==> src/rtl/aclr_pkg.sv <==
// Shared types and constants of the armed command line recognizer.
// Used by the front, queue, back, top level and checker.
package aclr_pkg;

  typedef enum logic [1:0] {
    MODE_BYTE = 2'd0,
    MODE_TICK = 2'd1,
    MODE_OVF  = 2'd2
  } mode_t;

  typedef enum logic [3:0] {
    RESP_PONG      = 4'd0,
    RESP_STATUS    = 4'd1,
    RESP_OK_ARM    = 4'd2,
    RESP_ERR_ARM   = 4'd3,
    RESP_OK_START  = 4'd4,
    RESP_ERR_START = 4'd5,
    RESP_OK_LINE   = 4'd6,
    RESP_ERR_LINE  = 4'd7,
    RESP_OK_LAP    = 4'd8,
    RESP_ERR_LAP   = 4'd9,
    RESP_KEEP      = 4'd10,
    RESP_OK_STOP   = 4'd11,
    RESP_ERR_CMD   = 4'd12,
    RESP_ERR_LONG  = 4'd13,
    RESP_ERR_RX    = 4'd14
  } resp_t;

  typedef enum logic [3:0] {
    CMD_PING, CMD_STATUS, CMD_ARM, CMD_START, CMD_LINE, CMD_LAP,
    CMD_KEEP, CMD_STOP, CMD_UNKNOWN, CMD_LONG, CMD_TICK, CMD_OVF
  } cmd_t;

  typedef enum logic [3:0] {
    KW_PING, KW_STATUS, KW_ARM, KW_START, KW_LINE, KW_LAP, KW_KEEP, KW_K, KW_STOP
  } kw_t;

  localparam int KW_COUNT = 9;
  localparam int KW_CHARS = 6;

  localparam logic [8*KW_CHARS-1:0] KW_TEXT [KW_COUNT] = '{
    "PING  ", "STATUS", "ARM   ", "START ", "LINE  ", "LAP   ", "KEEP  ", "K     ",
    "STOP  "
  };
  localparam logic [2:0] KW_LEN [KW_COUNT] = '{
    3'd4, 3'd6, 3'd3, 3'd5, 3'd4, 3'd3, 3'd4, 3'd1, 3'd4
  };

  localparam logic [7:0] CHAR_CR    = 8'h0D;
  localparam logic [7:0] CHAR_LF    = 8'h0A;
  localparam logic [7:0] CHAR_PLUS  = 8'h2B;
  localparam logic [7:0] CHAR_LO_A  = 8'h61;
  localparam logic [7:0] CHAR_LO_Z  = 8'h7A;
  localparam logic [7:0] CASE_DELTA = 8'h20;
  localparam logic [7:0] PRINT_LO   = 8'h20;
  localparam logic [7:0] PRINT_HI   = 8'h7E;

  localparam logic [15:0] ARM_WINDOW_RESET = 16'd5000;
  localparam int          ELAPSED_W        = 17;
  localparam logic [ELAPSED_W-1:0] ELAPSED_MAX = '1;

  localparam int QUEUE_DEPTH = 2;

  typedef struct packed {
    logic [1:0] mode;
    logic [7:0] rx_byte;
    logic       request_accepted;
  } aclr_in_t;

  typedef struct packed {
    logic [3:0] response;
    logic       armed_now;
  } aclr_out_t;

  typedef struct packed {
    cmd_t cmd;
    logic accepted;
  } aclr_cmd_t;

  function automatic logic [7:0] kw_char(input int k, input logic [2:0] pos);
    logic [8*KW_CHARS-1:0] t;
    logic [7:0] c;
    t = KW_TEXT[k];
    case (pos)
      3'd0:    c = t[47:40];
      3'd1:    c = t[39:32];
      3'd2:    c = t[31:24];
      3'd3:    c = t[23:16];
      3'd4:    c = t[15:8];
      default: c = t[7:0];
    endcase
    return c;
  endfunction

  function automatic cmd_t kw_to_cmd(input kw_t k);
    cmd_t c;
    case (k)
      KW_PING:   c = CMD_PING;
      KW_STATUS: c = CMD_STATUS;
      KW_ARM:    c = CMD_ARM;
      KW_START:  c = CMD_START;
      KW_LINE:   c = CMD_LINE;
      KW_LAP:    c = CMD_LAP;
      KW_KEEP:   c = CMD_KEEP;
      KW_K:      c = CMD_KEEP;
      KW_STOP:   c = CMD_STOP;
      default:   c = CMD_UNKNOWN;
    endcase
    return c;
  endfunction

endpackage

==> src/rtl/aclr_queue.sv <==
// Short command queue between the front and the back of the recognizer.
// Depends on aclr_pkg for the command type and depth.
module aclr_queue (
  input  logic              clk,
  input  logic              rst_n,
  input  logic              push,
  input  aclr_pkg::aclr_cmd_t push_data,
  output logic              full,
  input  logic              pop,
  output logic              head_valid,
  output aclr_pkg::aclr_cmd_t head_data
);
  import aclr_pkg::*;

  localparam int PTR_W = (QUEUE_DEPTH > 1) ? $clog2(QUEUE_DEPTH) : 1;
  localparam int CNT_W = $clog2(QUEUE_DEPTH + 1);

  aclr_cmd_t        slot_r [QUEUE_DEPTH];
  logic [PTR_W-1:0] wr_ptr_r, wr_ptr_nxt;
  logic [PTR_W-1:0] rd_ptr_r, rd_ptr_nxt;
  logic [CNT_W-1:0] count_r, count_nxt;

  assign full       = (count_r == CNT_W'(QUEUE_DEPTH));
  assign head_valid = (count_r != '0);
  assign head_data  = slot_r[rd_ptr_r];

  function automatic logic [PTR_W-1:0] ptr_inc(input logic [PTR_W-1:0] p);
    return (p == PTR_W'(QUEUE_DEPTH - 1)) ? '0 : PTR_W'(p + 1'b1);
  endfunction

  always_comb begin
    wr_ptr_nxt = push ? ptr_inc(wr_ptr_r) : wr_ptr_r;
    rd_ptr_nxt = pop ? ptr_inc(rd_ptr_r) : rd_ptr_r;
    count_nxt  = count_r;
    if (push && !pop) begin
      count_nxt = CNT_W'(count_r + 1'b1);
    end else if (pop && !push) begin
      count_nxt = CNT_W'(count_r - 1'b1);
    end
  end

  always_ff @(posedge clk) begin
    if (!rst_n) begin
      wr_ptr_r <= '0;
      rd_ptr_r <= '0;
      count_r  <= '0;
    end else begin
      wr_ptr_r <= wr_ptr_nxt;
      rd_ptr_r <= rd_ptr_nxt;
      count_r  <= count_nxt;
    end
  end

  always_ff @(posedge clk) begin
    if (push) begin
      slot_r[wr_ptr_r] <= push_data;
    end
  end

endmodule

==> src/rtl/aclr_front.sv <==
// Front of the recognizer: takes items, folds case, tracks the line and
// narrows the keyword candidates as characters arrive. Depends on aclr_pkg.
module aclr_front #(
  parameter int LINE_CAPACITY = 32
) (
  input  logic                clk,
  input  logic                rst_n,
  input  logic                in_fire,
  input  aclr_pkg::aclr_in_t  in_data,
  output logic                push,
  output aclr_pkg::aclr_cmd_t push_data
);
  import aclr_pkg::*;

  localparam int LEN_W = $clog2(LINE_CAPACITY);

  logic [LEN_W-1:0]    len_r, len_nxt;
  logic                discard_r, discard_nxt;
  logic                plus_r, plus_nxt;
  logic [KW_COUNT-1:0] cand_r, cand_nxt;

  logic [7:0]          folded;
  logic                printable;
  logic [KW_COUNT-1:0] step_ok;
  logic                hit;
  kw_t                 hit_k;

  always_comb begin
    folded    = (in_data.rx_byte >= CHAR_LO_A && in_data.rx_byte <= CHAR_LO_Z) ?
                (in_data.rx_byte - CASE_DELTA) : in_data.rx_byte;
    printable = (folded >= PRINT_LO) && (folded <= PRINT_HI);

    for (int k = 0; k < KW_COUNT; k++) begin
      step_ok[k] = cand_r[k] && (len_r < LEN_W'(KW_LEN[k])) &&
                   (folded == kw_char(k, len_r[2:0]));
    end

    hit   = 1'b0;
    hit_k = KW_PING;
    for (int k = KW_COUNT - 1; k >= 0; k--) begin
      if (cand_r[k] && (len_r == LEN_W'(KW_LEN[k]))) begin
        hit   = 1'b1;
        hit_k = kw_t'(4'(k));
      end
    end

    len_nxt     = len_r;
    discard_nxt = discard_r;
    plus_nxt    = plus_r;
    cand_nxt    = cand_r;
    push        = 1'b0;
    push_data   = '{cmd: CMD_TICK, accepted: in_data.request_accepted};

    if (in_fire) begin
      case (in_data.mode)
        MODE_BYTE: begin
          if (in_data.rx_byte == CHAR_CR || in_data.rx_byte == CHAR_LF) begin
            if (len_r != '0) begin
              if (discard_r) begin
                push           = 1'b1;
                push_data.cmd  = CMD_LONG;
              end else if (hit) begin
                push           = 1'b1;
                push_data.cmd  = kw_to_cmd(hit_k);
              end else if (!plus_r) begin
                push           = 1'b1;
                push_data.cmd  = CMD_UNKNOWN;
              end
            end
            len_nxt     = '0;
            discard_nxt = 1'b0;
            cand_nxt    = '1;
          end else if (printable && !discard_r) begin
            if (len_r >= LEN_W'(LINE_CAPACITY - 1)) begin
              discard_nxt = 1'b1;
            end else begin
              len_nxt  = LEN_W'(len_r + 1'b1);
              cand_nxt = step_ok;
              if (len_r == '0) begin
                plus_nxt = (folded == CHAR_PLUS);
              end
            end
          end
        end
        MODE_TICK: begin
          push = 1'b1;
        end
        MODE_OVF: begin
          len_nxt       = '0;
          discard_nxt   = 1'b0;
          cand_nxt      = '1;
          push          = 1'b1;
          push_data.cmd = CMD_OVF;
        end
        default: ;
      endcase
    end
  end

  always_ff @(posedge clk) begin
    if (!rst_n) begin
      len_r     <= '0;
      discard_r <= 1'b0;
      plus_r    <= 1'b0;
      cand_r    <= '1;
    end else begin
      len_r     <= len_nxt;
      discard_r <= discard_nxt;
      plus_r    <= plus_nxt;
      cand_r    <= cand_nxt;
    end
  end

endmodule

==> src/rtl/aclr_back.sv <==
// Back of the recognizer: runs queued commands against the arm state and
// the elapsed counter, and holds the result register. Depends on aclr_pkg.
module aclr_back (
  input  logic                clk,
  input  logic                rst_n,
  input  logic                cfg_we,
  input  logic [15:0]         cfg_data,
  input  logic                head_valid,
  input  aclr_pkg::aclr_cmd_t head_data,
  output logic                pop,
  output logic                out_valid,
  input  logic                out_stall,
  output aclr_pkg::aclr_out_t out_data
);
  import aclr_pkg::*;

  logic [15:0]          window_r;
  logic                 armed_r, armed_nxt;
  logic [ELAPSED_W-1:0] elapsed_r, elapsed_nxt;
  logic                 out_valid_r, out_valid_nxt;
  aclr_out_t            out_r, out_nxt;

  logic                 in_window;
  logic                 emit;
  resp_t                resp;

  assign out_valid = out_valid_r;
  assign out_data  = out_r;

  always_comb begin
    pop           = head_valid && (!out_valid_r || !out_stall);
    armed_nxt     = armed_r;
    elapsed_nxt   = elapsed_r;
    out_valid_nxt = out_valid_r && out_stall;
    out_nxt       = out_r;
    emit          = 1'b0;
    resp          = RESP_ERR_CMD;
    in_window     = armed_r && (elapsed_r <= {1'b0, window_r});

    if (pop) begin
      case (head_data.cmd)
        CMD_TICK: begin
          if (elapsed_r != ELAPSED_MAX) begin
            elapsed_nxt = elapsed_r + 1'b1;
          end
          if (armed_r && (elapsed_nxt > {1'b0, window_r})) begin
            armed_nxt = 1'b0;
          end
        end
        CMD_OVF: begin
          emit = 1'b1;
          resp = RESP_ERR_RX;
        end
        CMD_PING: begin
          emit = 1'b1;
          resp = RESP_PONG;
        end
        CMD_STATUS: begin
          emit = 1'b1;
          resp = RESP_STATUS;
        end
        CMD_ARM: begin
          emit        = 1'b1;
          resp        = RESP_OK_ARM;
          armed_nxt   = 1'b1;
          elapsed_nxt = '0;
        end
        CMD_START: begin
          emit      = 1'b1;
          armed_nxt = 1'b0;
          resp      = !in_window ? RESP_ERR_ARM :
                      (head_data.accepted ? RESP_OK_START : RESP_ERR_START);
        end
        CMD_LINE: begin
          emit      = 1'b1;
          armed_nxt = 1'b0;
          resp      = !in_window ? RESP_ERR_ARM :
                      (head_data.accepted ? RESP_OK_LINE : RESP_ERR_LINE);
        end
        CMD_LAP: begin
          emit      = 1'b1;
          armed_nxt = 1'b0;
          resp      = !in_window ? RESP_ERR_ARM :
                      (head_data.accepted ? RESP_OK_LAP : RESP_ERR_LAP);
        end
        CMD_KEEP: begin
          emit = 1'b1;
          resp = RESP_KEEP;
        end
        CMD_STOP: begin
          emit      = 1'b1;
          resp      = RESP_OK_STOP;
          armed_nxt = 1'b0;
        end
        CMD_LONG: begin
          emit = 1'b1;
          resp = RESP_ERR_LONG;
        end
        default: begin
          emit = 1'b1;
          resp = RESP_ERR_CMD;
        end
      endcase
    end

    if (emit) begin
      out_valid_nxt     = 1'b1;
      out_nxt.response  = resp;
      out_nxt.armed_now = armed_nxt;
    end
  end

  always_ff @(posedge clk) begin
    if (!rst_n) begin
      window_r    <= ARM_WINDOW_RESET;
      armed_r     <= 1'b0;
      elapsed_r   <= '0;
      out_valid_r <= 1'b0;
    end else begin
      if (cfg_we) begin
        window_r <= cfg_data;
      end
      armed_r     <= armed_nxt;
      elapsed_r   <= elapsed_nxt;
      out_valid_r <= out_valid_nxt;
    end
  end

  always_ff @(posedge clk) begin
    out_r <= out_nxt;
  end

endmodule

==> src/rtl/armed_command_line_recognizer.sv <==
// Top level of the armed command line recognizer.
// Depends on aclr_pkg, aclr_front, aclr_queue and aclr_back.
//
// Items (received bytes, millisecond ticks, overflow events) are taken one
// per cycle while the two-entry command queue has room; a byte is matched
// against the keyword table as it arrives, so a line end needs no scan of
// stored characters. The back retires one queued command per cycle
// whenever the result register is free or being taken, and a response
// passes through the command queue and the result register after the line
// end or overflow that causes it. Ticks, stored characters, empty lines
// and lines starting with '+' that do not overflow the line give no
// response. arm_window_ms is written through cfg_* at any time the block
// is idle; cfg_ready is always high.
module armed_command_line_recognizer #(
  parameter int LINE_CAPACITY = 32
) (
  input  logic                clk,
  input  logic                rst_n,
  input  logic                in_valid,
  output logic                in_stall,
  input  aclr_pkg::aclr_in_t  in_data,
  output logic                out_valid,
  input  logic                out_stall,
  output aclr_pkg::aclr_out_t out_data,
  input  logic                cfg_valid,
  output logic                cfg_ready,
  input  logic [15:0]         cfg_data
);
  import aclr_pkg::*;

  logic      in_fire;
  logic      q_push, q_full, q_pop, q_head_valid;
  aclr_cmd_t q_push_data, q_head_data;

  assign cfg_ready = 1'b1;
  assign in_stall  = q_full;
  assign in_fire   = in_valid && !q_full;

  aclr_front #(
    .LINE_CAPACITY(LINE_CAPACITY)
  ) u_front (
    .clk      (clk),
    .rst_n    (rst_n),
    .in_fire  (in_fire),
    .in_data  (in_data),
    .push     (q_push),
    .push_data(q_push_data)
  );

  aclr_queue u_queue (
    .clk       (clk),
    .rst_n     (rst_n),
    .push      (q_push),
    .push_data (q_push_data),
    .full      (q_full),
    .pop       (q_pop),
    .head_valid(q_head_valid),
    .head_data (q_head_data)
  );

  aclr_back u_back (
    .clk       (clk),
    .rst_n     (rst_n),
    .cfg_we    (cfg_valid && cfg_ready),
    .cfg_data  (cfg_data),
    .head_valid(q_head_valid),
    .head_data (q_head_data),
    .pop       (q_pop),
    .out_valid (out_valid),
    .out_stall (out_stall),
    .out_data  (out_data)
  );

endmodule

==> config.mk <==
export PLATFORM = sky130hd
export DESIGN_NAME = armed_command_line_recognizer
export DESIGN_NICKNAME = d
export VERILOG_FILES = /design/src/rtl/aclr_pkg.sv /design/src/rtl/aclr_queue.sv /design/src/rtl/aclr_front.sv /design/src/rtl/aclr_back.sv /design/src/rtl/armed_command_line_recognizer.sv
export SDC_FILE = /design/constraint.sdc
export NUM_CORES = 1
export LEC_CHECK = 0
export BUFFER_PORTS_ARGS = -buffer_cell sky130_fd_sc_hd__buf_2
export CAP_MARGIN = 20
export CORE_MARGIN = 5
export CORE_UTILIZATION = 58
export DETAILED_ROUTE_END_ITERATION = 10
export PLACE_DENSITY = 0.79
export SYNTH_ARGS = -nofsm -noshare
export SYNTH_HDL_FRONTEND = slang
export SYNTH_SLANG_ARGS = --single-unit
==> constraint.sdc <==
create_clock -name clk -period 5.4 [get_ports clk]
set_clock_uncertainty 0.15 [all_clocks]
set_input_delay 1.08 -clock clk [delete_from_list [all_inputs] [get_ports clk]]
set_output_delay 1.08 -clock clk [all_outputs]
set_load 0.05 [all_outputs]
==> flow_summary.html, run 1 <==
<table>
<tr><th>Metric</th><th>Value</th></tr>
<tr><th colspan="2">Clocking</th></tr>
<tr><td>Number of clock buffers inserted by TritonCTS</td><td>9</td></tr>
<tr><td>Post-CTS Hold Fix Bufs</td><td>0</td></tr>
<tr><td>CTS HTree Levels</td><td>3</td></tr>
<tr><td>Max Buffers Root-to-Sink</td><td>2</td></tr>
<tr><td>Number of instances resized during post-cts repair</td><td>0</td></tr>
<tr><td>Clock sink count</td><td>71</td></tr>
<tr><td>Clock tree from TritonCTS</td><td>yes</td></tr>
<tr><td>Master cell of the clock root buffer</td><td>sky130_fd_sc_hd__clkbuf_8</td></tr>
<tr><td>Skew-Pair Late Insertion Delay</td><td>0.36 ns</td></tr>
<tr><td>Number of buffers added for setup after CTS</td><td>0</td></tr>
<tr><td>Clock-pin transition on the worst setup and hold timing paths</td><td>about 0.080 ns</td></tr>
<tr><th colspan="2">Worst hold path</th></tr>
<tr><td>Kind of path behind the tightest hold check</td><td>reg -&gt; reg</td></tr>
<tr><th colspan="2">STA</th></tr>
<tr><td>Setup Total Neg Slack</td><td>0 ns</td></tr>
<tr><td>Achievable frequency</td><td>256 MHz</td></tr>
<tr><td>Final Critical Period</td><td>around 3.9 ns</td></tr>
<tr><td>Number of pins exceeding their max-slew limit in the final report</td><td>0</td></tr>
<tr><td>RSZ-0062 raised after global routing</td><td>false</td></tr>
<tr><td>Hold Fails Final Rpt</td><td>0</td></tr>
<tr><td>Crit share post-route</td><td>0.724</td></tr>
<tr><td>Setup Viol. Count Final</td><td>0</td></tr>
<tr><td>Worst Tran Pin Value</td><td>around 0.89 ns</td></tr>
<tr><td>Tightest slew margin relative to the limit</td><td>0.406</td></tr>
<tr><td>Worst hold slack</td><td>~0.35 ns</td></tr>
<tr><th colspan="2">Yosys</th></tr>
<tr><td>Fraction of post-synthesis cell area in the top cell type by area</td><td>0.201</td></tr>
<tr><td>Cell types occupying the most area after synthesis</td><td>sky130_fd_sc_hd__dfxtp_1 20%, sky130_fd_sc_hd__ha_1 10%, sky130_fd_sc_hd__edfxtp_1 8.1%</td></tr>
<tr><td>Xor/xnor share of the synthesized area</td><td>0.0455</td></tr>
<tr><td>Number of warnings printed during yosys synthesis</td><td>0</td></tr>
<tr><td>Simple-Gate Fraction of Synth Area</td><td>0.244</td></tr>
<tr><td>Cell taking the most area after synthesis</td><td>sky130_fd_sc_hd__dfxtp_1</td></tr>
<tr><td>Most common flop cell mapped by yosys</td><td>sky130_fd_sc_hd__dfxtp_1</td></tr>
<tr><td>Fraction of the mapped netlist area in adder cells</td><td>0.101</td></tr>
<tr><td>#FFs+latches synth</td><td>roughly 70</td></tr>
<tr><td>Net Count, Synth</td><td>between 700 and 800</td></tr>
<tr><td>Synth async-reset ratio</td><td>0</td></tr>
<tr><td>Sequential share of the synthesized area</td><td>0.282</td></tr>
<tr><td>Mapped Avg Cell Area</td><td>a little over 8 sq um</td></tr>
<tr><td>Synthesized-area fraction occupied by ao, oa, aoi and oai cells</td><td>0.219</td></tr>
<tr><td>Number of enable flip-flop cells after synthesis</td><td>15</td></tr>
<tr><td>Main combinational cell family by area after synthesis</td><td>simple AND/OR/NAND/NOR gates</td></tr>
<tr><td>Mapped Area</td><td>~5600 sq um</td></tr>
<tr><td>Cells after Synth</td><td>approximately 670</td></tr>
<tr><td>Number of distinct standard cells referenced by the synthesized netlist</td><td>82</td></tr>
<tr><td>Post-synthesis mux area share</td><td>0.0552</td></tr>
<tr><th colspan="2">Drt</th></tr>
<tr><td>Antenna violation net count after detailed routing</td><td>0</td></tr>
<tr><td>Post-route DRC violation count</td><td>0</td></tr>
<tr><td>Initial drt markers</td><td>439</td></tr>
<tr><td>Routed vias/inst</td><td>6.38</td></tr>
<tr><td>Final wirelength</td><td>14400 um</td></tr>
<tr><td>Average detailed-routed wire length per instance</td><td>roughly 18 um</td></tr>
<tr><td>Total vias in the final route</td><td>5224</td></tr>
<tr><td>Number of optimization iterations in the first detailed-route pass</td><td>5</td></tr>
<tr><th colspan="2">Cells and area</th></tr>
<tr><td>Layout cell share with drive strength beyond 1</td><td>0.129</td></tr>
<tr><td>Fin util</td><td>0.641</td></tr>
<tr><td>Antenna cells</td><td>0</td></tr>
<tr><td>Number of nets at the end of the flow</td><td>approximately 760</td></tr>
<tr><td>Area Overhead vs Synth</td><td>7.16%</td></tr>
<tr><td>Post-Layout Inst Area</td><td>between 5000 and 6000 sq um</td></tr>
<tr><th colspan="2">GRT</th></tr>
<tr><td>GR Overflow Total</td><td>0</td></tr>
<tr><td>Antenna violations before repair</td><td>0</td></tr>
<tr><td>Via count of the first global-routing pass</td><td>5076</td></tr>
<tr><td>Pin count of the biggest net entering global routing</td><td>39</td></tr>
<tr><td>Global-route wire length before repair</td><td>around 25000 um</td></tr>
<tr><td>Global-route usage over all layers</td><td>0.259</td></tr>
<tr><th colspan="2">Placement</th></tr>
<tr><td>Detailed-placement wirelength estimate</td><td>10700 um</td></tr>
<tr><td>Final estimated routing congestion in global placement</td><td>approximately 0.96</td></tr>
<tr><td>Total cell area at the placement stage</td><td>5770 sq um</td></tr>
<tr><td>PortBufs</td><td>38</td></tr>
<tr><th colspan="2">Flow run</th></tr>
<tr><td>Max-cap check violation count</td><td>0</td></tr>
<tr><th colspan="2">Worst setup path</th></tr>
<tr><td>Critical path class</td><td>reg -&gt; reg</td></tr>
<tr><td>Register-to-register setup slack</td><td>about 1.5 ns</td></tr>
<tr><td>WP data required</td><td>between 5 and 6 ns</td></tr>
<tr><td>Peak fanout along the critical path</td><td>8</td></tr>
<tr><td>Startpoint types</td><td>register</td></tr>
<tr><td>Capturing element type of the critical path</td><td>register</td></tr>
<tr><td>Worst EP arrival</td><td>3.88 ns</td></tr>
<tr><th colspan="2">Pwr</th></tr>
<tr><td>Power density normalized to cell area</td><td>261 nW/um^2</td></tr>
<tr><td>Leakage power</td><td>2.44 nW</td></tr>
<tr><td>Worst-case vdd ir drop</td><td>around 0.16 mV</td></tr>
<tr><td>Power, Total</td><td>approximately 0.0016 W</td></tr>
<tr><th colspan="2">Outcome</th></tr>
<tr><td>Status</td><td>completed</td></tr>
<tr><th colspan="2">Floorplan</th></tr>
<tr><td>Row count</td><td>35</td></tr>
<tr><td>Die boundary height</td><td>108 um</td></tr>
<tr><td>Number of ports placed on the die boundary</td><td>40</td></tr>
<tr><td>Core Area</td><td>9330 sq um</td></tr>
<tr><td>Starting density of the core</td><td>0.598</td></tr>
<tr><td>Horizontal extent of the die</td><td>between 100 and 150 um</td></tr>
<tr><td>Full die area</td><td>11700 sq um</td></tr>
</table>
==> sequential cells by signal, summed over array words and instances (netlist names), 2 cells and up, named ones only <==
register          cells
u_back.out_data       5
u_back.elapsed_r     17
u_back.window_r      16
u_queue.slot_r       10
u_queue.count_r       2
u_front.cand_r        9
u_front.len_r         5
==> routing by layer <==
metal / GRT usage / vias up / wire [um]
met5: 0 / - / 0
met4: 0.0739 / 0 / 227
met3: 0.0549 / 20 / 998
met2: 0.409 / 207 / 6610
met1: 0.359 / 2496 / 6530
li1: - / 2501 / -
==> critical path, cell delays in order (launching register included) <==
cell	delay (ns)
sky130_fd_sc_hd__dfxtp_1	0.42
sky130_fd_sc_hd__ha_1	0.25
sky130_fd_sc_hd__nand2_1	0.16
sky130_fd_sc_hd__nor4b_4	0.64
sky130_fd_sc_hd__nand3_1	0.19
sky130_fd_sc_hd__mux2_4	0.34
sky130_fd_sc_hd__ha_1	0.31
sky130_fd_sc_hd__nand2_1	0.06
sky130_fd_sc_hd__a2111oi_0	0.41
sky130_fd_sc_hd__o221ai_1	0.20
sky130_fd_sc_hd__o21ai_0	0.20
sky130_fd_sc_hd__o211ai_1	0.14
sky130_fd_sc_hd__a21o_1	0.19
==> area by class of cell <==
cell class	instances	area (sq um)
Tap cell	129	161
Timing Repair Buffer	41	213
Inverter	31	116
Clock inverter	6	66.3
Clock buffer	10	138
Sequential cell	71	1570
Fill cell	806	3350
Multi-Input combinational cell	531	3710
==> through the flow <==
step,setup slack [ns],instances
finish,1.49,819
global route,1.26,819
CTS,1.53,819
detailed placement,1.54,803
global placement,1.74,803
floorplan,2.04,672
==> layout by cell type (no fill, tap or decap), drive strengths merged, types with 4 or more instances in the layout <==
master / count
mux2i: 21
xnor2: 18
or2: 4
nor2: 66
a2111oi: 4
nand2: 43
nor2b: 10
dfxtp: 56
buf: 41
a21o: 12
nor3b: 6
clkbuf: 10
or3: 12
o211ai: 15
ha: 45
inv: 33
xor2: 11
o22ai: 4
edfxtp: 15
nand2b: 8
nand3: 29
a22oi: 7
and3: 4
a21oi: 44
mux2: 8
a31oi: 6
nor4: 8
o21a: 4
o2111ai: 4
nor3: 18
nand4: 17
and4: 4
nor4b: 4
a211oi: 7
a2bb2oi: 4
and2: 10
o21ai: 30
==> synth_stat cells (4+ instances only) <==
cell / count
sky130_fd_sc_hd__clkbuf_1: 20
sky130_fd_sc_hd__edfxtp_1: 15
sky130_fd_sc_hd__nor4_1: 8
sky130_fd_sc_hd__and4_1: 4
sky130_fd_sc_hd__mux2_2: 6
sky130_fd_sc_hd__buf_1: 7
sky130_fd_sc_hd__ha_1: 45
sky130_fd_sc_hd__a31oi_1: 6
sky130_fd_sc_hd__nand4_1: 16
sky130_fd_sc_hd__o2111ai_1: 4
sky130_fd_sc_hd__mux2i_1: 21
sky130_fd_sc_hd__nand3_1: 29
sky130_fd_sc_hd__a21oi_1: 42
sky130_fd_sc_hd__nor3_1: 18
sky130_fd_sc_hd__dfxtp_1: 56
sky130_fd_sc_hd__nor2b_1: 10
sky130_fd_sc_hd__buf_2: 7
sky130_fd_sc_hd__a21o_1: 12
sky130_fd_sc_hd__a211oi_1: 7
sky130_fd_sc_hd__nor2_1: 66
sky130_fd_sc_hd__xnor2_1: 18
sky130_fd_sc_hd__a22oi_1: 7
sky130_fd_sc_hd__or2_2: 4
sky130_fd_sc_hd__o21a_1: 4
sky130_fd_sc_hd__or3_1: 11
sky130_fd_sc_hd__xor2_1: 11
sky130_fd_sc_hd__and3_1: 4
sky130_fd_sc_hd__inv_1: 30
sky130_fd_sc_hd__o22ai_1: 4
sky130_fd_sc_hd__and2_1: 10
sky130_fd_sc_hd__o21ai_0: 29
sky130_fd_sc_hd__nor3b_1: 5
sky130_fd_sc_hd__nand2_1: 42
sky130_fd_sc_hd__o211ai_1: 14
sky130_fd_sc_hd__nand2b_1: 8
==> kinds of logic (layout without fill, tap and decap cells) <==
| kind of cell | after synthesis | count (layout) |
|---|---|---|
| flip-flops | 71 | 71 |
| AND/OR/NAND/NOR | 255 | 255 |
| AO/OA/AOI/OAI | 172 | 172 |
| buffers and inverters | 70 | 88 |
| XOR/XNOR | 29 | 29 |
| adder cells (fa/ha/maj) | 45 | 45 |
| multiplexers | 29 | 29 |
| other | 1 | 1 |
==> worst paths after layout <==
kind                            start            endpoint  cells past startpoint
hold / removal     u_back.window_r[1]  u_back.window_r[1]                      2
setup reg to reg  u_back.elapsed_r[1]  u_back.out_data[0]                     12
hold reg to reg    u_back.window_r[1]  u_back.window_r[1]                      2
setup / recovery  u_back.elapsed_r[1]  u_back.out_data[0]                     12
==> power by group <==
group / switching (W) / total (W) / internal, W
combinational: 0.000309 / 0.000476 / 0.000167
clock: 0.000221 / 0.000449 / 0.000228
sequential: 0.0000433 / 0.000637 / 0.000593
Note: power is estimated with default switching activity, not from simulation.
==> run 2: changes to the inputs <==
CORE_UTILIZATION = 56   (was 58)
PLACE_DENSITY = 0.8   (was 0.79)
clock period = 3.5 ns   (was 5.4 ns; I/O delays follow)
==> flow_summary.html, run 2 (synthesis results as in run 1) <==
<table>
<tr><th>Metric</th><th>Value</th></tr>
<tr><th colspan="2">STA</th></tr>
<tr><td>Final Critical Period</td><td>around 3.4 ns</td></tr>
<tr><td>Worst Tran Pin Value</td><td>roughly 0.95 ns</td></tr>
<tr><td>Achievable frequency</td><td>approximately 300 MHz</td></tr>
<tr><td>Crit share post-route</td><td>0.964</td></tr>
<tr><td>Number of pins exceeding their max-slew limit in the final report</td><td>0</td></tr>
<tr><td>Final worst-path setup slack</td><td>between 0.1 and 0.15 ns</td></tr>
<tr><td>Tightest slew margin relative to the limit</td><td>0.365</td></tr>
<tr><td>Hold Fails Final Rpt</td><td>0</td></tr>
<tr><td>Setup Viol. Count Final</td><td>0</td></tr>
<tr><th colspan="2">Worst setup path</th></tr>
<tr><td>Peak fanout along the critical path</td><td>10</td></tr>
<tr><td>Register-to-register setup slack</td><td>0.13 ns</td></tr>
<tr><td>Worst reg-to-reg path cell count</td><td>14</td></tr>
<tr><td>Worst EP arrival</td><td>about 3.5 ns</td></tr>
<tr><td>Worst reg2reg path startpoint</td><td>u_back.elapsed_r[1]</td></tr>
<tr><td>Startpoint types</td><td>register</td></tr>
<tr><td>WP data required</td><td>roughly 3.6 ns</td></tr>
<tr><td>Capturing element type of the critical path</td><td>register</td></tr>
<tr><td>RR Endpoint</td><td>u_back.out_data[0]</td></tr>
<tr><td>Critical path class</td><td>reg -&gt; reg</td></tr>
<tr><th colspan="2">Pwr</th></tr>
<tr><td>Power density normalized to cell area</td><td>around 390 nW/um^2</td></tr>
<tr><td>Relative contribution of the clock network to total power</td><td>0.281</td></tr>
<tr><td>Worst-case vdd ir drop</td><td>roughly 0.32 mV</td></tr>
<tr><td>Flop pwr share</td><td>0.407</td></tr>
<tr><td>Net Switching</td><td>approximately 0.0009 W</td></tr>
<tr><td>Part of the total power dissipated in combinational logic</td><td>0.311</td></tr>
<tr><td>Leakage power</td><td>2.59 nW</td></tr>
<tr><td>Power, Total</td><td>around 0.0024 W</td></tr>
<tr><td>Switching Share</td><td>0.369</td></tr>
<tr><td>Design internal power</td><td>between 0.0015 and 0.002 W</td></tr>
<tr><th colspan="2">Clocking</th></tr>
<tr><td>Post-CTS Hold Fix Bufs</td><td>0</td></tr>
<tr><td>Master cell of the clock root buffer</td><td>sky130_fd_sc_hd__clkbuf_8</td></tr>
<tr><td>Max Buffers Root-to-Sink</td><td>2</td></tr>
<tr><td>Clock tree from TritonCTS</td><td>yes</td></tr>
<tr><td>Skew-Pair Late Insertion Delay</td><td>approximately 0.36 ns</td></tr>
<tr><td>CTS HTree Levels</td><td>3</td></tr>
<tr><td>Clock sink count</td><td>a little over 70</td></tr>
<tr><td>Number of clock buffers inserted by TritonCTS</td><td>9</td></tr>
<tr><td>Clock-pin transition on the worst setup and hold timing paths</td><td>about 0.08 ns</td></tr>
<tr><th colspan="2">Cells and area</th></tr>
<tr><td>Filler cells</td><td>869</td></tr>
<tr><td>Sequential cell area</td><td>between 1500 and 2000 sq um</td></tr>
<tr><td>Largest register FFs</td><td>17</td></tr>
<tr><td>Commonest cells after routing, fill and taps aside</td><td>66 x sky130_fd_sc_hd__nor2_1, 56 x sky130_fd_sc_hd__dfxtp_1, 44 x sky130_fd_sc_hd__ha_1</td></tr>
<tr><td>Layout cell share with drive strength beyond 1</td><td>0.168</td></tr>
<tr><td>Post-route insts no fill</td><td>around 850</td></tr>
<tr><td>Leading cell type in the layout, fill and taps excluded</td><td>sky130_fd_sc_hd__nor2_1</td></tr>
<tr><td>Biggest register</td><td>u_back.elapsed_r</td></tr>
<tr><td>Post-Layout Inst Area</td><td>approximately 6200 sq um</td></tr>
<tr><td>Biggest regs</td><td>u_back.elapsed_r x17, u_back.window_r x16, u_queue.slot_r x10</td></tr>
<tr><td>Antenna cells</td><td>0</td></tr>
<tr><td>Total area of multi-input combinational cells</td><td>about 3700 sq um</td></tr>
<tr><td>Area Overhead vs Synth</td><td>11.4%</td></tr>
<tr><td>Number of nets at the end of the flow</td><td>792</td></tr>
<tr><th colspan="2">Placement</th></tr>
<tr><td>Worst-case setup slack after placement</td><td>-0.0186 ns</td></tr>
<tr><td>Total cell area at the placement stage</td><td>approximately 6000 sq um</td></tr>
<tr><td>Total placed cells including tap cells</td><td>835</td></tr>
<tr><td>Detailed-placement wirelength estimate</td><td>11100 um</td></tr>
<tr><td>PortBufs</td><td>38</td></tr>
<tr><td>Final estimated routing congestion in global placement</td><td>0.945</td></tr>
<tr><th colspan="2">GRT</th></tr>
<tr><td>Via count of the first global-routing pass</td><td>between 4000 and 5000</td></tr>
<tr><td>GR Overflow Total</td><td>0</td></tr>
<tr><td>Antenna violations before repair</td><td>0</td></tr>
<tr><td>Global-route usage over all layers</td><td>0.251</td></tr>
<tr><td>Global-route wire length before repair</td><td>24100 um</td></tr>
<tr><td>Pin count of the biggest net entering global routing</td><td>39</td></tr>
<tr><th colspan="2">Floorplan</th></tr>
<tr><td>Core Area</td><td>9730 sq um</td></tr>
<tr><td>Starting density of the core</td><td>0.573</td></tr>
<tr><td>Row count</td><td>36</td></tr>
<tr><td>Number of ports placed on the die boundary</td><td>40</td></tr>
<tr><td>Horizontal extent of the die</td><td>110 um</td></tr>
<tr><td>Die boundary height</td><td>around 110 um</td></tr>
<tr><td>Full die area</td><td>12100 sq um</td></tr>
<tr><th colspan="2">Flow run</th></tr>
<tr><td>Max-cap check violation count</td><td>0</td></tr>
<tr><th colspan="2">Worst hold path</th></tr>
<tr><td>Endpoint of the worst hold-timing path</td><td>u_queue.wr_ptr_r</td></tr>
<tr><td>Worst hold start</td><td>u_queue.wr_ptr_r</td></tr>
<tr><td>Worst hold path depth</td><td>2</td></tr>
<tr><td>Kind of path behind the tightest hold check</td><td>reg -&gt; reg</td></tr>
<tr><th colspan="2">Drt</th></tr>
<tr><td>Initial drt markers</td><td>roughly 430</td></tr>
<tr><td>Routed vias/inst</td><td>between 6 and 7</td></tr>
<tr><td>Antenna violation net count after detailed routing</td><td>0</td></tr>
<tr><td>Total vias in the final route</td><td>around 5200</td></tr>
<tr><td>Final wirelength</td><td>14500 um</td></tr>
<tr><td>Number of optimization iterations in the first detailed-route pass</td><td>5</td></tr>
<tr><td>Average detailed-routed wire length per instance</td><td>16.9 um</td></tr>
<tr><td>Post-route DRC violation count</td><td>0</td></tr>
<tr><th colspan="2">Outcome</th></tr>
<tr><td>Status</td><td>completed</td></tr>
</table>
run 2: changes by cell type in the layout (fill, tap and decap cells not counted), moves of 2 or more:
| cell | before | now |
|---|---|---|
| sky130_fd_sc_hd__buf_4 | 3 | 33 |
| sky130_fd_sc_hd__a2111oi_0 | 3 | 1 |
| sky130_fd_sc_hd__a2111oi_2 | 1 | 3 |
| sky130_fd_sc_hd__inv_4 | 2 | 0 |
run 2: worst max-delay path, cell delays in order (launching register included):
cell and delay (ns):
sky130_fd_sc_hd__dfxtp_1 0.35, sky130_fd_sc_hd__ha_1 0.18, sky130_fd_sc_hd__nand2_1 0.14, sky130_fd_sc_hd__nor4b_4 0.34, sky130_fd_sc_hd__buf_4 0.19, sky130_fd_sc_hd__nand2_4 0.10, sky130_fd_sc_hd__nand2_1 0.14, sky130_fd_sc_hd__xnor2_1 0.15
sky130_fd_sc_hd__ha_1 0.27, sky130_fd_sc_hd__a21o_1 0.16, sky130_fd_sc_hd__a21o_1 0.21, sky130_fd_sc_hd__a2111oi_2 0.37, sky130_fd_sc_hd__o21ai_0 0.14, sky130_fd_sc_hd__o211ai_1 0.19, sky130_fd_sc_hd__a21o_1 0.18
run 2: metrics by stage:
stage	TNS (ns)	utilization	hold WS, ns
finish	0	0.639	0.333
global route	-0.0489	0.639	0.374
CTS	0	0.636	0.336
detailed placement	-0.0186	0.615	0.324
global placement	0	0.615	0.319
floorplan	0	-	0.301
run 2: power groups by stage:
stage | combinational [W] | sequential (W) | clock, W
finish | 0.000746 | 0.000976 | 0.000674
global route | 0.000816 | 0.000987 | 0.000720
CTS | 0.000738 | 0.000976 | 0.000686
detailed placement | 0.000731 | 0.000995 | 0
global placement | 0.000713 | 0.000990 | 0
floorplan | 0.000504 | 0.00104 | 0
run 2: metal layers:
metal  wire (um)  up-vias  GRT usage  part of all wire
met5           0        -          0                 0
met4         242        0     0.0828             0.017
met3        1010       24     0.0435             0.070
met2        6530      200      0.390              0.45
met1        6670     2447      0.351              0.46
li1            -     2560          -                 -
run 2: timing repair:
action / 4_1_cts / 5_1_grt
resized for setup: 1 / 4
setup buffers: 0 / 2
pin swaps: 0 / 1
endpoints found under the setup margin: 1 / 2
endpoints found under the hold margin: 0 / 0
gates cloned: 0 / 0
run 2: cell type report:
class                           count  share of cell area
Sequential cell                    71               0.253
Clock buffer                        9              0.0199
Clock inverter                      7              0.0115
Tap cell                          133              0.0268
Timing Repair Buffer               71              0.0705
Multi-Input combinational cell    531               0.600
Inverter                           31              0.0187
run 2: worst max path at each step:
stage	start	endpoint	slack [ns]	cells after the start
6_report	u_back.elapsed_r[1]	u_back.out_data[0]	0.13	14
5_1_grt	u_back.elapsed_r[1]	u_back.out_data[0]	-0.05	14
4_1_cts	u_back.elapsed_r[1]	u_back.out_data[0]	0.008	13
3_5_place_dp	u_back.elapsed_r[0]	u_back.out_data[0]	-0.02	13
3_3_place_gp	u_back.elapsed_r[0]	u_back.out_data[0]	0.16	13
2_1_floorplan	u_back.elapsed_r[1]	u_back.out_data[0]	0.14	12
==> run 3: changes to the inputs <==
SYNTH_HIERARCHICAL = 1   (was default)
==> flow_summary.html, run 3 <==
<table>
<tr><th>Metric</th><th>Value</th></tr>
<tr><th colspan="2">Worst setup path</th></tr>
<tr><td>Largest stage delay on the critical path</td><td>about 0.5 ns</td></tr>
<tr><td>Slowest cell on the critical path</td><td>sky130_fd_sc_hd__dfxtp_1</td></tr>
<tr><td>WP data required</td><td>around 3.5 ns</td></tr>
<tr><td>Capturing element type of the critical path</td><td>register</td></tr>
<tr><td>Peak fanout along the critical path</td><td>9</td></tr>
<tr><td>Critical path class</td><td>reg -&gt; reg</td></tr>
<tr><td>Crit path cell chain</td><td>nand4_1, nor2_2, a21oi_2, and3_1, xnor2_1, ha_1, nand3_1, or3_1, a21o_1, o211ai_1, a21oi_1</td></tr>
<tr><td>Startpoint types</td><td>register</td></tr>
<tr><td>Worst EP arrival</td><td>between 3 and 4 ns</td></tr>
<tr><td>Buffer and inverter count on the worst path</td><td>0</td></tr>
<tr><td>Kind of cell adding the most delay to the critical path</td><td>simple AND/OR/NAND/NOR gates</td></tr>
<tr><th colspan="2">Yosys</th></tr>
<tr><td>#FFs+latches synth</td><td>~70</td></tr>
<tr><td>Mapped Avg Cell Area</td><td>between 8 and 9 sq um</td></tr>
<tr><td>Cells after Synth</td><td>672</td></tr>
<tr><td>Number of warnings printed during yosys synthesis</td><td>6</td></tr>
<tr><td>Cell types occupying the most area after synthesis</td><td>sky130_fd_sc_hd__dfxtp_1 20%, sky130_fd_sc_hd__ha_1 9.9%, sky130_fd_sc_hd__edfxtp_1 8.1%</td></tr>
<tr><td>Number of distinct standard cells referenced by the synthesized netlist</td><td>92</td></tr>
<tr><td>Most common flop cell mapped by yosys</td><td>sky130_fd_sc_hd__dfxtp_1</td></tr>
<tr><td>Top cell types by occurrence after synthesis</td><td>56 x sky130_fd_sc_hd__dfxtp_1, 56 x sky130_fd_sc_hd__nor2_1, 52 x sky130_fd_sc_hd__nand2_1, 44 x sky130_fd_sc_hd__ha_1, 37 x sky130_fd_sc_hd__inv_1</td></tr>
<tr><td>Cell taking the most area after synthesis</td><td>sky130_fd_sc_hd__dfxtp_1</td></tr>
<tr><td>Synth async-reset ratio</td><td>0</td></tr>
<tr><td>Mapped Area</td><td>roughly 5600 sq um</td></tr>
<tr><td>Net Count, Synth</td><td>approximately 750</td></tr>
<tr><td>Sequential share of the synthesized area</td><td>0.282</td></tr>
<tr><td>Number of enable flip-flop cells after synthesis</td><td>15</td></tr>
<tr><td>Fraction of post-synthesis cell area in the top cell type by area</td><td>0.201</td></tr>
<tr><th colspan="2">Cells and area</th></tr>
<tr><td>Largest register FFs</td><td>17</td></tr>
<tr><td>Biggest register</td><td>u_back/elapsed_r</td></tr>
<tr><td>Commonest cells after routing, fill and taps aside</td><td>56 x sky130_fd_sc_hd__nor2_1, 56 x sky130_fd_sc_hd__dfxtp_1, 52 x sky130_fd_sc_hd__nand2_1</td></tr>
<tr><td>Layout cell share with drive strength beyond 1</td><td>0.147</td></tr>
<tr><td>Antenna cells</td><td>0</td></tr>
<tr><td>Area Overhead vs Synth</td><td>8.55%</td></tr>
<tr><td>Fin util</td><td>0.622</td></tr>
<tr><td>Post-route insts no fill</td><td>840</td></tr>
<tr><td>Filler cells</td><td>880</td></tr>
<tr><td>Biggest regs</td><td>u_back/elapsed_r x17, u_back/window_r x16, u_queue/slot_r x10</td></tr>
<tr><td>Total area of multi-input combinational cells</td><td>between 3000 and 4000 sq um</td></tr>
<tr><td>Sequential cell area</td><td>approximately 1600 sq um</td></tr>
<tr><td>Number of nets at the end of the flow</td><td>a little under 800</td></tr>
<tr><th colspan="2">STA</th></tr>
<tr><td>Tightest slew margin relative to the limit</td><td>0.581</td></tr>
<tr><td>Final Critical Period</td><td>between 3 and 4 ns</td></tr>
<tr><td>Worst Tran Pin Value</td><td>between 0.6 and 0.7 ns</td></tr>
<tr><td>Hold Fails Final Rpt</td><td>0</td></tr>
<tr><td>RSZ-0062 raised after global routing</td><td>false</td></tr>
<tr><td>Number of pins exceeding their max-slew limit in the final report</td><td>0</td></tr>
<tr><td>Setup Total Neg Slack</td><td>0 ns</td></tr>
<tr><td>Achievable frequency</td><td>308 MHz</td></tr>
<tr><td>Setup Viol. Count Final</td><td>0</td></tr>
<tr><td>Crit share post-route</td><td>0.928</td></tr>
<tr><th colspan="2">GRT</th></tr>
<tr><td>Via count of the first global-routing pass</td><td>between 4000 and 5000</td></tr>
<tr><td>Antenna violations before repair</td><td>0</td></tr>
<tr><td>Global-route usage over all layers</td><td>0.248</td></tr>
<tr><td>Global-route wire length before repair</td><td>roughly 24000 um</td></tr>
<tr><td>Pin count of the biggest net entering global routing</td><td>31</td></tr>
<tr><td>GR Overflow Total</td><td>0</td></tr>
<tr><th colspan="2">Placement</th></tr>
<tr><td>Final estimated routing congestion in global placement</td><td>~0.95</td></tr>
<tr><td>Detailed-placement wirelength estimate</td><td>10900 um</td></tr>
<tr><td>Total placed cells including tap cells</td><td>approximately 820</td></tr>
<tr><td>PortBufs</td><td>38</td></tr>
<tr><th colspan="2">Clocking</th></tr>
<tr><td>Master cell of the clock root buffer</td><td>sky130_fd_sc_hd__clkbuf_8</td></tr>
<tr><td>Number of buffers added for setup after CTS</td><td>0</td></tr>
<tr><td>Number of instances resized during post-cts repair</td><td>0</td></tr>
<tr><td>Clock-pin transition on the worst setup and hold timing paths</td><td>~0.080 ns</td></tr>
<tr><td>Clock sink count</td><td>between 70 and 80</td></tr>
<tr><td>Clock tree from TritonCTS</td><td>yes</td></tr>
<tr><td>Max Buffers Root-to-Sink</td><td>2</td></tr>
<tr><td>Skew-Pair Late Insertion Delay</td><td>between 0.3 and 0.4 ns</td></tr>
<tr><td>CTS HTree Levels</td><td>3</td></tr>
<tr><td>Number of clock buffers inserted by TritonCTS</td><td>9</td></tr>
<tr><td>Post-CTS Hold Fix Bufs</td><td>0</td></tr>
<tr><th colspan="2">Drt</th></tr>
<tr><td>Routed vias/inst</td><td>around 6.2</td></tr>
<tr><td>Average detailed-routed wire length per instance</td><td>between 15 and 20 um</td></tr>
<tr><td>Post-route DRC violation count</td><td>0</td></tr>
<tr><td>Initial drt markers</td><td>245</td></tr>
<tr><td>Number of optimization iterations in the first detailed-route pass</td><td>4</td></tr>
<tr><td>Antenna violation net count after detailed routing</td><td>0</td></tr>
<tr><td>Total vias in the final route</td><td>around 5200</td></tr>
<tr><td>Final wirelength</td><td>~14000 um</td></tr>
<tr><th colspan="2">Pwr</th></tr>
<tr><td>Part of the total power dissipated in combinational logic</td><td>0.336</td></tr>
<tr><td>Worst-case vdd ir drop</td><td>0.212 mV</td></tr>
<tr><td>Design internal power</td><td>0.00146 W</td></tr>
<tr><td>Relative contribution of the clock network to total power</td><td>0.251</td></tr>
<tr><td>Power density normalized to cell area</td><td>approximately 390 nW/um^2</td></tr>
<tr><td>Flop pwr share</td><td>0.412</td></tr>
<tr><td>Leakage power</td><td>approximately 2.6 nW</td></tr>
<tr><td>Switching Share</td><td>0.379</td></tr>
<tr><td>Net Switching</td><td>0.000893 W</td></tr>
<tr><th colspan="2">Outcome</th></tr>
<tr><td>Status</td><td>completed</td></tr>
<tr><th colspan="2">Floorplan</th></tr>
<tr><td>Horizontal extent of the die</td><td>~110 um</td></tr>
<tr><td>Row count</td><td>36</td></tr>
<tr><td>Core Area</td><td>9730 sq um</td></tr>
<tr><td>Full die area</td><td>about 12000 sq um</td></tr>
<tr><td>Number of ports placed on the die boundary</td><td>40</td></tr>
<tr><td>Die boundary height</td><td>110 um</td></tr>
<tr><td>Starting density of the core</td><td>0.573</td></tr>
<tr><th colspan="2">Flow run</th></tr>
<tr><td>Max-cap check violation count</td><td>0</td></tr>
<tr><th colspan="2">Worst hold path</th></tr>
<tr><td>Kind of path behind the tightest hold check</td><td>reg -&gt; reg</td></tr>
</table>
run 3: cell count changes in the layout (fill, tap and decap cells not counted), moves of 6 or more:
cell	change
sky130_fd_sc_hd__o21ai_0	-6
sky130_fd_sc_hd__and3_1	+14
sky130_fd_sc_hd__a21oi_1	-7
sky130_fd_sc_hd__a22o_1	+8
sky130_fd_sc_hd__nor2_1	-10
sky130_fd_sc_hd__and2_1	+6
sky130_fd_sc_hd__nand2_1	+10
sky130_fd_sc_hd__nand3_1	-6
sky130_fd_sc_hd__buf_4	-15
sky130_fd_sc_hd__inv_1	+7
run 3: cell families after synthesis:
group | after synthesis | synth area share
compound gates | 171 | 0.218
mux | 25 | 0.0473
other cells | 1 | 0.000672
fa+ha+maj | 44 | 0.0987
buf+inv | 75 | 0.0595
flops | 71 | 0.282
xor+xnor | 31 | 0.0487
simple gates | 254 | 0.246
run 3: worst paths after layout:
kind	from	to	depth (start not counted)	slack, ns
max	u_back/elapsed_r[10]	u_back/out_data[0]	11	0.25
min	u_front/cand_r[1]	u_front/cand_r[1]	2	0.33
max reg2reg	u_back/elapsed_r[10]	u_back/out_data[0]	11	0.25
min reg2reg	u_front/cand_r[1]	u_front/cand_r[1]	2	0.33
run 3: worst reg2reg max path, delay by kind of cell (launching register included):
family	cells	cell delay (ns)
adder cells (fa/ha/maj)	1	0.29
XOR/XNOR	1	0.13
AO/OA/AOI/OAI	4	0.59
AND/OR/NAND/NOR	5	1.34
flip-flops	1	0.50
run 3: area by class of cell:
class,count,area share
Sequential cell,71,0.260
Inverter,38,0.0236
Tap cell,133,0.0275
Timing Repair Buffer,56,0.0537
Clock buffer,9,0.0205
Clock inverter,7,0.00827
Multi-Input combinational cell,526,0.607
run 3: power groups by stage:
stage               clock network, W  logic [W]  registers [W]
global placement                   0   0.000762       0.000985
floorplan                          0   0.000533        0.00104
global route                0.000641   0.000868       0.000981
CTS                         0.000608   0.000783       0.000971
finish                      0.000592   0.000792       0.000971
detailed placement                 0   0.000778       0.000991
run 3: metrics by stage:
step	area (sq um)	setup slack (ns)	power (W)	hold slack (ns)
after floorplan	5580	0.293	0.00158	0.294
after global placement	5880	0.313	0.00175	0.313
after detailed placement	5880	0.222	0.00177	0.318
after CTS	6050	0.212	0.00236	0.329
after global routing	6050	0.00148	0.00249	0.347
final	6050	0.253	0.00235	0.331
run 3: metal layers:
metal / vias to the layer above / routed length [um] / GRT usage
met5: - / 0 / 0
met4: 0 / 667 / 0.141
met3: 45 / 703 / 0.0282
met2: 198 / 6910 / 0.414
met1: 2457 / 6150 / 0.310
li1: 2542 / - / -
